==> src/sv/gregorian_date_offset_weekday_macros.svh <==
// Assertion macros of the date shifter top level.
`ifndef GREGORIAN_DATE_OFFSET_WEEKDAY_MACROS_SVH
`define GREGORIAN_DATE_OFFSET_WEEKDAY_MACROS_SVH

// Same-cycle implication, sampled on clk_i, off while rst_ni is low.
`define GDOW_ASSERT_IMPL(lbl, ante, cons, msg) \
  lbl: assert property (@(posedge clk_i) disable iff (!rst_ni) (ante) |-> (cons)) \
    else $error(msg);

// Next-cycle implication, sampled on clk_i, off while rst_ni is low.
`define GDOW_ASSERT_NEXT(lbl, ante, cons, msg) \
  lbl: assert property (@(posedge clk_i) disable iff (!rst_ni) (ante) |=> (cons)) \
    else $error(msg);

`endif

==> src/sv/gdow_pkg.sv <==
// Types, constants and calendar functions of the date shifter.
package gdow_pkg;

  localparam logic [13:0] YEAR_MAX   = 14'd9999;
  localparam logic [3:0]  MONTH_MAX  = 4'd12;
  localparam logic [6:0]  CENT_LAST  = 7'd99;
  localparam logic [13:0] YEAR_CENT  = 14'd100;
  localparam logic [13:0] WEEK_DAYS  = 14'd7;

  // Reciprocals for exact quotients of 14-bit values
  localparam int RECIP100 = 5243;
  localparam int SHIFT100 = 19;
  localparam int RECIP7   = 18725;
  localparam int SHIFT7   = 17;
  localparam int PROD_W   = 29;

  typedef struct packed {
    logic [13:0]        year_in;
    logic [3:0]         month_in;
    logic [4:0]         day_in;
    logic signed [15:0] day_offset;
    logic [13:0]        other_year;
    logic [3:0]         other_month;
    logic [4:0]         other_day;
  } gdow_req_t;

  typedef struct packed {
    logic [13:0] year_out;
    logic [3:0]  month_out;
    logic [4:0]  day_out;
    logic [2:0]  weekday;
    logic [1:0]  order;
    logic        out_of_range;
  } gdow_res_t;

  typedef enum logic [1:0] {
    ORD_EARLIER = 2'd0,
    ORD_EQUAL   = 2'd1,
    ORD_LATER   = 2'd2
  } gdow_order_e;

  typedef enum logic [4:0] {
    ST_IDLE, ST_SAT, ST_DIV, ST_SPLIT, ST_CLAMP, ST_INITK, ST_WALKF, ST_WALKB,
    ST_FINB, ST_WKINIT, ST_WKCENT, ST_WKCENT4, ST_WKMON, ST_WKDAY, ST_MODMUL,
    ST_MODSUB, ST_DONE
  } gdow_state_e;

  typedef enum logic [4:0] {
    OP_NONE, OP_LOAD, OP_SAT, OP_DIV, OP_SPLIT, OP_CLAMP, OP_INITK, OP_WALKF,
    OP_WALKB, OP_FINB, OP_WKINIT, OP_WKCENT, OP_WKCENT4, OP_WKMON, OP_WKDAY,
    OP_MODMUL, OP_MODSUB
  } gdow_op_e;

  typedef struct packed {
    gdow_op_e op;
    logic     done;
  } gdow_ctrl_t;

  typedef struct packed {
    logic fwd;
    logic walk_cont;
    logic walk_flag;
    logic mon_cont;
  } gdow_stat_t;

  typedef struct packed {
    logic signed [17:0] a;
    logic signed [17:0] b;
    logic signed [17:0] cmp;
    logic               sub;
  } gdow_alu_req_t;

  typedef struct packed {
    logic signed [17:0] res;
    logic               pos;
    logic               ge;
  } gdow_alu_rsp_t;

  // Year split as century and year of century, low two bits of the year given
  function automatic logic is_leap(logic [1:0] ylo, logic [6:0] rem, logic [6:0] cent);
    return ((ylo == 2'd0) && (rem != 7'd0)) || ((rem == 7'd0) && (cent[1:0] == 2'd0));
  endfunction

  function automatic logic [4:0] month_len(logic [3:0] m, logic leap);
    logic [4:0] len;
    case (m)
      4'd2:                      len = leap ? 5'd29 : 5'd28;
      4'd4, 4'd6, 4'd9, 4'd11:   len = 5'd30;
      default:                   len = 5'd31;
    endcase
    return len;
  endfunction

endpackage

==> src/sv/gregorian_date_offset_weekday.sv <==
// Top level of the Gregorian date shifter with weekday and date order.
//
// Usage: present a request on req_i and raise start_i; the transfer is taken at
// the rising edge where start_i is high and busy_o is low. busy_o then stays
// high until the result has been shown. The result appears on res_o for exactly
// one cycle, marked by valid_o; the receiver cannot stall and must take it then.
// res_o carries the shifted date, the weekday of the base date (0 is Sunday),
// the order of base against the other date, and an overflow flag; on overflow
// the date fields echo the saturated base date.
// The sequencer steps through saturation, division, split, clamp, the offset
// walk (one step per month that the walk crosses, on the shared add/compare
// unit), the weekday sum (one step per month of the base year up to the base
// month) and the modulo; backward shifts that stay in range add a final step.
// At the offset limits the walk crosses about 1077 months.
// busy_o falls in the cycle after the strobe, where a new request can be taken.
// Reset (rst_ni low, asynchronous) returns the sequencer to idle; no result is
// pending afterwards.
`include "gregorian_date_offset_weekday_macros.svh"

module gregorian_date_offset_weekday (
  input  logic                clk_i,
  input  logic                rst_ni,
  input  logic                start_i,
  output logic                busy_o,
  input  gdow_pkg::gdow_req_t req_i,
  output logic                valid_o,
  output gdow_pkg::gdow_res_t res_o
);

  gdow_pkg::gdow_ctrl_t ctrl;
  gdow_pkg::gdow_stat_t stat;

  gdow_seq u_seq (
    .clk_i  (clk_i),
    .rst_ni (rst_ni),
    .start_i(start_i),
    .stat_i (stat),
    .ctrl_o (ctrl),
    .busy_o (busy_o)
  );

  gdow_dp u_dp (
    .clk_i (clk_i),
    .req_i (req_i),
    .ctrl_i(ctrl),
    .stat_o(stat),
    .res_o (res_o)
  );

  assign valid_o = ctrl.done;

  `GDOW_ASSERT_IMPL(a_valid_busy, valid_o, busy_o, "result strobe outside a transfer")
  `GDOW_ASSERT_NEXT(a_valid_pulse, valid_o, !valid_o, "result strobe longer than one cycle")
  `GDOW_ASSERT_NEXT(a_start_busy, start_i && !busy_o, busy_o, "accepted transfer not busy")
  `GDOW_ASSERT_IMPL(a_month_rng, valid_o,
                    (res_o.month_out >= 4'd1) && (res_o.month_out <= 4'd12),
                    "month out of range")
  `GDOW_ASSERT_IMPL(a_day_wk_rng, valid_o,
                    (res_o.day_out != 5'd0) && (res_o.weekday <= 3'd6),
                    "day or weekday out of range")

endmodule

==> src/sv/gdow_alu.sv <==
// Shared add/subtract and compare unit of the date shifter.
module gdow_alu (
  input  gdow_pkg::gdow_alu_req_t req_i,
  output gdow_pkg::gdow_alu_rsp_t rsp_o
);

  logic signed [17:0] res;

  assign res       = req_i.sub ? (req_i.a - req_i.b) : (req_i.a + req_i.b);
  assign rsp_o.res = res;
  assign rsp_o.pos = (res > 18'sd0);
  assign rsp_o.ge  = (req_i.a >= req_i.cmp);

endmodule

==> src/sv/gdow_seq.sv <==
// Sequencer that steps the shared datapath through one date transfer.
module gdow_seq (
  input  logic                 clk_i,
  input  logic                 rst_ni,
  input  logic                 start_i,
  input  gdow_pkg::gdow_stat_t stat_i,
  output gdow_pkg::gdow_ctrl_t ctrl_o,
  output logic                 busy_o
);

  gdow_pkg::gdow_state_e state_q, state_d;

  always_ff @(posedge clk_i or negedge rst_ni) begin
    if (!rst_ni) begin
      state_q <= gdow_pkg::ST_IDLE;
    end else begin
      state_q <= state_d;
    end
  end

  always_comb begin
    state_d     = state_q;
    ctrl_o.op   = gdow_pkg::OP_NONE;
    ctrl_o.done = 1'b0;
    busy_o      = (state_q != gdow_pkg::ST_IDLE);
    case (state_q)
      gdow_pkg::ST_IDLE: begin
        if (start_i) begin
          ctrl_o.op = gdow_pkg::OP_LOAD;
          state_d   = gdow_pkg::ST_SAT;
        end
      end
      gdow_pkg::ST_SAT: begin
        ctrl_o.op = gdow_pkg::OP_SAT;
        state_d   = gdow_pkg::ST_DIV;
      end
      gdow_pkg::ST_DIV: begin
        ctrl_o.op = gdow_pkg::OP_DIV;
        state_d   = gdow_pkg::ST_SPLIT;
      end
      gdow_pkg::ST_SPLIT: begin
        ctrl_o.op = gdow_pkg::OP_SPLIT;
        state_d   = gdow_pkg::ST_CLAMP;
      end
      gdow_pkg::ST_CLAMP: begin
        ctrl_o.op = gdow_pkg::OP_CLAMP;
        state_d   = gdow_pkg::ST_INITK;
      end
      gdow_pkg::ST_INITK: begin
        ctrl_o.op = gdow_pkg::OP_INITK;
        state_d   = stat_i.fwd ? gdow_pkg::ST_WALKF : gdow_pkg::ST_WALKB;
      end
      gdow_pkg::ST_WALKF: begin
        ctrl_o.op = gdow_pkg::OP_WALKF;
        if (stat_i.walk_flag || !stat_i.walk_cont) begin
          state_d = gdow_pkg::ST_WKINIT;
        end
      end
      gdow_pkg::ST_WALKB: begin
        ctrl_o.op = gdow_pkg::OP_WALKB;
        if (stat_i.walk_flag) begin
          state_d = gdow_pkg::ST_WKINIT;
        end else if (!stat_i.walk_cont) begin
          state_d = gdow_pkg::ST_FINB;
        end
      end
      gdow_pkg::ST_FINB: begin
        ctrl_o.op = gdow_pkg::OP_FINB;
        state_d   = gdow_pkg::ST_WKINIT;
      end
      gdow_pkg::ST_WKINIT: begin
        ctrl_o.op = gdow_pkg::OP_WKINIT;
        state_d   = gdow_pkg::ST_WKCENT;
      end
      gdow_pkg::ST_WKCENT: begin
        ctrl_o.op = gdow_pkg::OP_WKCENT;
        state_d   = gdow_pkg::ST_WKCENT4;
      end
      gdow_pkg::ST_WKCENT4: begin
        ctrl_o.op = gdow_pkg::OP_WKCENT4;
        state_d   = gdow_pkg::ST_WKMON;
      end
      gdow_pkg::ST_WKMON: begin
        ctrl_o.op = gdow_pkg::OP_WKMON;
        if (!stat_i.mon_cont) begin
          state_d = gdow_pkg::ST_WKDAY;
        end
      end
      gdow_pkg::ST_WKDAY: begin
        ctrl_o.op = gdow_pkg::OP_WKDAY;
        state_d   = gdow_pkg::ST_MODMUL;
      end
      gdow_pkg::ST_MODMUL: begin
        ctrl_o.op = gdow_pkg::OP_MODMUL;
        state_d   = gdow_pkg::ST_MODSUB;
      end
      gdow_pkg::ST_MODSUB: begin
        ctrl_o.op = gdow_pkg::OP_MODSUB;
        state_d   = gdow_pkg::ST_DONE;
      end
      gdow_pkg::ST_DONE: begin
        ctrl_o.done = 1'b1;
        state_d     = gdow_pkg::ST_IDLE;
      end
      default: begin
        state_d = gdow_pkg::ST_IDLE;
      end
    endcase
  end

endmodule

==> src/sv/gdow_dp.sv <==
// Datapath of the date shifter: operand registers, shared ALU and reciprocal multiplier.
module gdow_dp (
  input  logic                 clk_i,
  input  gdow_pkg::gdow_req_t  req_i,
  input  gdow_pkg::gdow_ctrl_t ctrl_i,
  output gdow_pkg::gdow_stat_t stat_o,
  output gdow_pkg::gdow_res_t  res_o
);

  gdow_pkg::gdow_req_t in_q;
  logic [1:0]          ord_q;
  logic [13:0]         y_q, ny_q;
  logic [3:0]          m_q, nm_q, mcnt_q;
  logic [4:0]          d_q, nd_q;
  logic [6:0]          yc_q, yr_q, nc_q, nr_q;
  logic signed [17:0]  k_q, acc_q;
  logic                flag_q;
  logic [2:0]          w_q;
  logic [gdow_pkg::PROD_W-1:0] prod_q;

  gdow_pkg::gdow_alu_req_t alu_req;
  gdow_pkg::gdow_alu_rsp_t alu_rsp;

  logic        leap_y, leap_n;
  logic [6:0]  cent_w, cprev;
  logic [13:0] hund, ym1, sev;
  logic [11:0] q7;
  logic [3:0]  pm;
  logic [4:0]  dim_f, dim_b, ml, dclamp;
  logic [22:0] key_a, key_b;
  logic signed [17:0] off_ext;

  gdow_alu u_alu (
    .req_i(alu_req),
    .rsp_o(alu_rsp)
  );

  assign leap_y  = gdow_pkg::is_leap(y_q[1:0], yr_q, yc_q);
  assign leap_n  = gdow_pkg::is_leap(ny_q[1:0], nr_q, nc_q);
  assign cent_w  = prod_q[gdow_pkg::SHIFT100 +: 7];
  assign hund    = {7'b0, cent_w} * gdow_pkg::YEAR_CENT;
  assign ym1     = y_q - 14'd1;
  assign cprev   = (yr_q == 7'd0) ? (yc_q - 7'd1) : yc_q;
  assign q7      = prod_q[gdow_pkg::SHIFT7 +: 12];
  assign sev     = {2'b0, q7} * gdow_pkg::WEEK_DAYS;
  assign pm      = (nm_q == 4'd1) ? gdow_pkg::MONTH_MAX : (nm_q - 4'd1);
  assign dim_f   = gdow_pkg::month_len(nm_q, leap_n);
  // A step back into February never crosses a year, so the current year's leap bit holds
  assign dim_b   = gdow_pkg::month_len(pm, leap_n);
  assign ml      = gdow_pkg::month_len(m_q, leap_y);
  assign dclamp  = (in_q.day_in == 5'd0) ? 5'd1 : ((in_q.day_in > ml) ? ml : in_q.day_in);
  assign off_ext = {{2{in_q.day_offset[15]}}, in_q.day_offset};
  assign key_a   = {req_i.year_in, req_i.month_in, req_i.day_in};
  assign key_b   = {req_i.other_year, req_i.other_month, req_i.other_day};

  // Operand select for the shared unit
  always_comb begin
    alu_req.a   = '0;
    alu_req.b   = '0;
    alu_req.cmp = '0;
    alu_req.sub = 1'b0;
    case (ctrl_i.op)
      gdow_pkg::OP_SPLIT: begin
        alu_req.a   = {4'b0, y_q};
        alu_req.b   = {4'b0, hund};
        alu_req.sub = 1'b1;
      end
      gdow_pkg::OP_INITK: begin
        if (!in_q.day_offset[15]) begin
          alu_req.a = off_ext;
          alu_req.b = {13'b0, d_q};
        end else begin
          alu_req.b   = off_ext;
          alu_req.sub = 1'b1;
        end
      end
      gdow_pkg::OP_WALKF: begin
        alu_req.a   = k_q;
        alu_req.b   = {13'b0, dim_f};
        alu_req.sub = 1'b1;
      end
      gdow_pkg::OP_WALKB: begin
        alu_req.a   = k_q;
        alu_req.b   = {13'b0, dim_b};
        alu_req.cmp = {13'b0, nd_q};
        alu_req.sub = 1'b1;
      end
      gdow_pkg::OP_FINB: begin
        alu_req.a   = {13'b0, nd_q};
        alu_req.b   = k_q;
        alu_req.sub = 1'b1;
      end
      gdow_pkg::OP_WKINIT: begin
        alu_req.a = {4'b0, ym1};
        alu_req.b = {6'b0, ym1[13:2]};
      end
      gdow_pkg::OP_WKCENT: begin
        alu_req.a   = acc_q;
        alu_req.b   = {11'b0, cprev};
        alu_req.sub = 1'b1;
      end
      gdow_pkg::OP_WKCENT4: begin
        alu_req.a = acc_q;
        alu_req.b = {13'b0, cprev[6:2]};
      end
      gdow_pkg::OP_WKMON: begin
        alu_req.a = acc_q;
        alu_req.b = {13'b0, gdow_pkg::month_len(mcnt_q, leap_y)};
      end
      gdow_pkg::OP_WKDAY: begin
        alu_req.a = acc_q;
        alu_req.b = {13'b0, d_q};
      end
      gdow_pkg::OP_MODSUB: begin
        alu_req.a   = acc_q;
        alu_req.b   = {4'b0, sev};
        alu_req.sub = 1'b1;
      end
      default: begin
      end
    endcase
  end

  always_comb begin
    stat_o.fwd = !in_q.day_offset[15];
    if (stat_o.fwd) begin
      stat_o.walk_cont = alu_rsp.pos;
      stat_o.walk_flag = alu_rsp.pos && (nm_q == gdow_pkg::MONTH_MAX) &&
                         (ny_q == gdow_pkg::YEAR_MAX);
    end else begin
      stat_o.walk_cont = alu_rsp.ge;
      stat_o.walk_flag = alu_rsp.ge && (nm_q == 4'd1) && (ny_q == 14'd1);
    end
    stat_o.mon_cont = (mcnt_q < m_q);
  end

  always_ff @(posedge clk_i) begin
    case (ctrl_i.op)
      gdow_pkg::OP_LOAD: begin
        in_q <= req_i;
        if (key_a < key_b) begin
          ord_q <= gdow_pkg::ORD_EARLIER;
        end else if (key_a == key_b) begin
          ord_q <= gdow_pkg::ORD_EQUAL;
        end else begin
          ord_q <= gdow_pkg::ORD_LATER;
        end
      end
      gdow_pkg::OP_SAT: begin
        flag_q <= 1'b0;
        if (in_q.year_in == 14'd0) begin
          y_q <= 14'd1;
        end else if (in_q.year_in > gdow_pkg::YEAR_MAX) begin
          y_q <= gdow_pkg::YEAR_MAX;
        end else begin
          y_q <= in_q.year_in;
        end
        if (in_q.month_in == 4'd0) begin
          m_q <= 4'd1;
        end else if (in_q.month_in > gdow_pkg::MONTH_MAX) begin
          m_q <= gdow_pkg::MONTH_MAX;
        end else begin
          m_q <= in_q.month_in;
        end
      end
      gdow_pkg::OP_DIV: begin
        prod_q <= {15'b0, y_q} * gdow_pkg::PROD_W'(gdow_pkg::RECIP100);
      end
      gdow_pkg::OP_SPLIT: begin
        yc_q <= cent_w;
        yr_q <= alu_rsp.res[6:0];
        nc_q <= cent_w;
        nr_q <= alu_rsp.res[6:0];
        ny_q <= y_q;
        nm_q <= m_q;
      end
      gdow_pkg::OP_CLAMP: begin
        d_q  <= dclamp;
        nd_q <= dclamp;
      end
      gdow_pkg::OP_INITK: begin
        k_q <= alu_rsp.res;
      end
      gdow_pkg::OP_WALKF: begin
        if (alu_rsp.pos) begin
          k_q <= alu_rsp.res;
          if (nm_q == gdow_pkg::MONTH_MAX) begin
            nm_q <= 4'd1;
            if (ny_q == gdow_pkg::YEAR_MAX) begin
              flag_q <= 1'b1;
            end else begin
              ny_q <= ny_q + 14'd1;
              if (nr_q == gdow_pkg::CENT_LAST) begin
                nr_q <= 7'd0;
                nc_q <= nc_q + 7'd1;
              end else begin
                nr_q <= nr_q + 7'd1;
              end
            end
          end else begin
            nm_q <= nm_q + 4'd1;
          end
        end else begin
          nd_q <= k_q[4:0];
        end
      end
      gdow_pkg::OP_WALKB: begin
        if (alu_rsp.ge) begin
          k_q  <= alu_rsp.res;
          nm_q <= pm;
          if (nm_q == 4'd1) begin
            if (ny_q == 14'd1) begin
              flag_q <= 1'b1;
            end else begin
              ny_q <= ny_q - 14'd1;
              if (nr_q == 7'd0) begin
                nr_q <= gdow_pkg::CENT_LAST;
                nc_q <= nc_q - 7'd1;
              end else begin
                nr_q <= nr_q - 7'd1;
              end
            end
          end
        end
      end
      gdow_pkg::OP_FINB: begin
        nd_q <= alu_rsp.res[4:0];
      end
      gdow_pkg::OP_WKINIT: begin
        acc_q  <= alu_rsp.res;
        mcnt_q <= 4'd1;
      end
      gdow_pkg::OP_WKCENT, gdow_pkg::OP_WKCENT4, gdow_pkg::OP_WKDAY: begin
        acc_q <= alu_rsp.res;
      end
      gdow_pkg::OP_WKMON: begin
        if (mcnt_q < m_q) begin
          acc_q  <= alu_rsp.res;
          mcnt_q <= mcnt_q + 4'd1;
        end
      end
      gdow_pkg::OP_MODMUL: begin
        prod_q <= {15'b0, acc_q[13:0]} * gdow_pkg::PROD_W'(gdow_pkg::RECIP7);
      end
      gdow_pkg::OP_MODSUB: begin
        w_q <= alu_rsp.res[2:0];
      end
      default: begin
      end
    endcase
  end

  assign res_o.year_out     = flag_q ? y_q : ny_q;
  assign res_o.month_out    = flag_q ? m_q : nm_q;
  assign res_o.day_out      = flag_q ? d_q : nd_q;
  assign res_o.weekday      = w_q;
  assign res_o.order        = ord_q;
  assign res_o.out_of_range = flag_q;

endmodule
==> config.mk <==
export PLATFORM = sky130hd
export DESIGN_NAME = gregorian_date_offset_weekday
export DESIGN_NICKNAME = d
export VERILOG_FILES = /design/src/sv/gdow_pkg.sv /design/src/sv/gregorian_date_offset_weekday.sv /design/src/sv/gdow_alu.sv /design/src/sv/gdow_seq.sv /design/src/sv/gdow_dp.sv
export VERILOG_INCLUDE_DIRS = /design/src /design/src/sv
export SDC_FILE = /design/constraint.sdc
export NUM_CORES = 1
export LEC_CHECK = 0
export BUFFER_PORTS_ARGS = -buffer_cell sky130_fd_sc_hd__clkbuf_2
export CAP_MARGIN = 20
export CORE_ASPECT_RATIO = 1.4
export CORE_UTILIZATION = 66
export CTS_BUF_LIST = sky130_fd_sc_hd__clkbuf_8 sky130_fd_sc_hd__clkbuf_16
export CTS_CLUSTER_SIZE = 16
export DETAILED_ROUTE_END_ITERATION = 8
export PLACE_DENSITY_LB_ADDON = 0.05
export SETUP_SLACK_MARGIN = 0.05
export SYNTH_ARGS = -nofsm -noshare
export SYNTH_HDL_FRONTEND = slang
export SYNTH_SLANG_ARGS = --single-unit
==> constraint.sdc <==
create_clock -name clk_i -period 22.6 [get_ports clk_i]
set_input_delay 0 -clock clk_i [delete_from_list [all_inputs] [get_ports clk_i]]
set_output_delay 0 -clock clk_i [all_outputs]
set_load 0.03 [all_outputs]
==> impl_metrics.tcl <==
set metrics [dict create \
    synth_ff_type "edfxtp_1" \
    drv_cap 0 \
    final_antenna_net_count 0 \
    r2r-start "u_dp.prod_q[19]" \
    slew_headroom 0.2451 \
    rsz0062_at_grt "no" \
    tightest_slew_ns 1.132 \
    synth.net_count 2338 \
    start_util 0.6719 \
    fmax_mhz 132.6 \
    drt_iter0_drc 1226 \
    maxSlewViolCount 0 \
    endpoint_kind "flip-flop" \
    clockBufferDepth 2 \
    synth_top_family_by_area "adder cells" \
    antenna_found_initial 1 \
    htreeDepth 4 \
    yosysTopAreaCell "edfxtp_1" \
    n_antenna_cell 0 \
    async_flop_share 0.02924 \
    yosysWarnings 0 \
    cp.arrival_ns 7.72 \
    synthXorXnorAreaFrac 0.04195 \
    synth_cell_types 95 \
    crit_fanout 21 \
    finalHoldViolations 0 \
    synth_top_area_share 0.2691 \
    r2r_slack_ns 15.06 \
    drc 0 \
    r2r_end "u_dp.ny_q[5]" \
    synth_compound_gate_area_share 0.1419 \
    post_cts_buffers 0 \
    final_cell_mix "315 x ha_1, 246 x inv_1, 166 x edfxtp_1" \
    dpl_cell_area_mm2 0.01933 \
    synthMuxAreaShare 0.01371 \
    hold_class "in2reg" \
    fin_setup_tns_ns 0 \
    num_vias 15124 \
    hold_start "start_i" \
    synthTopCellsByArea "edfxtp_1 27%, ha_1 21%, fa_1 12%" \
    dr.pass1.iters 6 \
    critPathRequiredTime_ns 22.77 \
    dieArea_mm2 0.02875 \
    grt_pass1_wl_um 83740 \
    synth_seq_area_share 0.2759 \
    layout_commonest_cell "ha_1" \
    critPathKind "reg2reg" \
    r2r_cells 24 \
    via_per_inst 6.449 \
    grt_start_max_net_pins 42 \
    syn-mean-instance-area_um2 10.01 \
    die_x_um 143.6 \
    cts.sinks 171 \
    hpwl_um 41600 \
    syn_area_mm2 0.01852 \
    first_global_vias 15559 \
    fin_worst_skew_ns 0.01221 \
    cts_root_buffer "clkbuf_16" \
    synth_edf_count 166 \
    synthAdderAreaFrac 0.3284 \
    cts_tree "yes" \
    design_area_mm2 0.02033 \
    clk_pin_slew_ns 0.07 \
    wl_um 53660 \
    status "finished clean" \
    num_io_pins 96 \
    worstSetupStartpointType "flip-flop" \
    clk_latency_ns 0.45 \
    synth_seq_cells 171 \
    grt_usage 0.3903 \
    holdPathStages 4 \
    drive_gt1_frac 0.1043 \
    fp.dieH_um 200.2 \
    core_mm2 0.02757 \
    hold-path-endpoint "u_seq.state_q[0]" \
    row_count 72 \
    period_share 0.3338 \
    io_buffers 95 \
    synthSimpleGateAreaFrac 0.1321 \
    nets 2450 \
    fin_crit_ns 7.543 \
    syn2layout_area_growth_pct 9.768 \
    grt_overflow 0 \
    syn_inst 1851 \
    place.gp.congestion 0.9950 \
    numCtsBuffers 17 \
    finalSetupViolCount 0 \
    drt-wirelength-per-cell_um 22.88 \
]
## synth_stat cells, types with 6 or more instances
cell,instances
ha_1,315
inv_1,244
edfxtp_1,166
nand2_1,117
fa_1,107
nor2_1,99
o21ai_0,72
a21oi_1,71
xnor2_1,48
nand3_1,41
clkbuf_1,37
nor3_1,37
xor2_1,37
nand2b_1,27
a22oi_1,23
a21o_1,20
mux2_2,19
nand4_1,17
nor2b_1,17
or3_1,15
and2_1,14
nor4_1,14
o21a_1,14
nand3b_1,13
a211oi_1,12
a222oi_1,12
and3_1,12
o21bai_1,12
o31ai_1,12
o221ai_1,11
a221oi_1,10
a221o_1,8
buf_2,8
or4_1,8
o21ai_1,7
o22ai_1,7
a211o_1,6
a22o_1,6
a31oi_1,6
nor3b_1,6
o211ai_1,6
o221a_2,6
o31a_1,6
## what timing repair did
item,CTS,global route
hold buffers,41,0
gates resized for setup,0,0
endpoints found under the hold margin,44,0
## cells by family (layout without fill, tap and decap cells)
family,after synthesis,in the layout
xor+xnor,87,87
buf+inv,308,432
compound gates,371,371
mux,23,23
simple gates,469,469
fa+ha+maj,422,422
flops,171,171
## through the flow
step / instances / utilization / worst slack (ns) / hold WS (ns)
6_report: 2345 / 0.7376 / 15.06 / 0.05219
5_1_grt: 2345 / 0.7376 / 14.67 / 0.06665
4_1_cts: 2344 / 0.7368 / 15.14 / 0.04291
3_5_place_dp: 2272 / 0.7011 / 15.23 / -0.1611
3_3_place_gp: 2272 / 0.7011 / 15.38 / -0.1593
2_1_floorplan: 1851 / - / 15.11 / -0.2956
## layer usage
layer	track usage	up-vias	part of all wire
li1	-	6889	-
met1	0.4420	7294	0.36
met2	0.6666	732	0.50
met3	0.05977	209	0.069
met4	0.2705	0	0.073
met5	0	-	0
## state kept, by name, summed over array words and instances (netlist names)
signal and cells:
u_dp.k_q 18, u_dp.ord_q 2, u_dp.nr_q 7, u_dp.w_q 3, u_dp.nc_q 2, u_dp.yr_q 7
u_dp.nm_q 4, u_dp.m_q 4, u_dp.d_q 5, u_dp.mcnt_q 4, u_dp.nd_q 5, u_dp.acc_q 18
u_dp.flag_q 1, u_dp.yc_q 7, u_dp.in_q 39, u_dp.prod_q 12, u_dp.ny_q 14, u_dp.y_q 14
u_seq.state_q 5
## critical path, cell delays in order (launching register included)
cell and delay (ns):
edfxtp_1 0.57, fa_1 0.61, ha_1 0.17, inv_1 0.06, fa_1 0.38, nand2b_1 0.19
a32o_1 0.30, a2111oi_4 0.39, nand3_2 0.20, or3_1 0.40, nor3_1 0.21, a21oi_1 0.12
xnor2_1 0.19, ha_1 0.41, nand3_1 0.14, nor4b_2 0.38, o311ai_1 0.17, a32oi_1 0.25
xor2_1 0.13, or4_1 0.52, or4_1 0.66, o2bb2a_2 0.33, o21ai_2 0.14, nor3_2 0.10
buf_4 0.25
## how the worst max path moves through the flow
| stage | from | to | slack (ns) | cells past startpoint |
|---|---|---|---|---|
| 2_1_floorplan | u_dp.prod_q[19] | u_dp.k_q[0] | 15.11 | 23 |
| 3_3_place_gp | u_dp.prod_q[19] | u_dp.ny_q[10] | 15.38 | 24 |
| 6_report | u_dp.prod_q[19] | u_dp.ny_q[5] | 15.06 | 24 |
| 4_1_cts | u_dp.prod_q[19] | u_dp.ny_q[10] | 15.14 | 24 |
| 5_1_grt | u_dp.prod_q[19] | u_dp.ny_q[7] | 14.67 | 24 |
| 3_5_place_dp | u_dp.prod_q[19] | u_dp.ny_q[11] | 15.23 | 24 |
## final cells by class
cell class              count  area [um^2]
inverters                 248        930.9
repair buffers            153         1026
fillers                  2020         7234
multi-input cells        1372        12230
flip-flops and latches    171         5110
clock buffers              17        425.4
well taps                 370        462.9
clock inverters            14        148.9
Power is not shown: default switching activity piles up to over one toggle a cycle in this logic, so the estimate is an artifact.
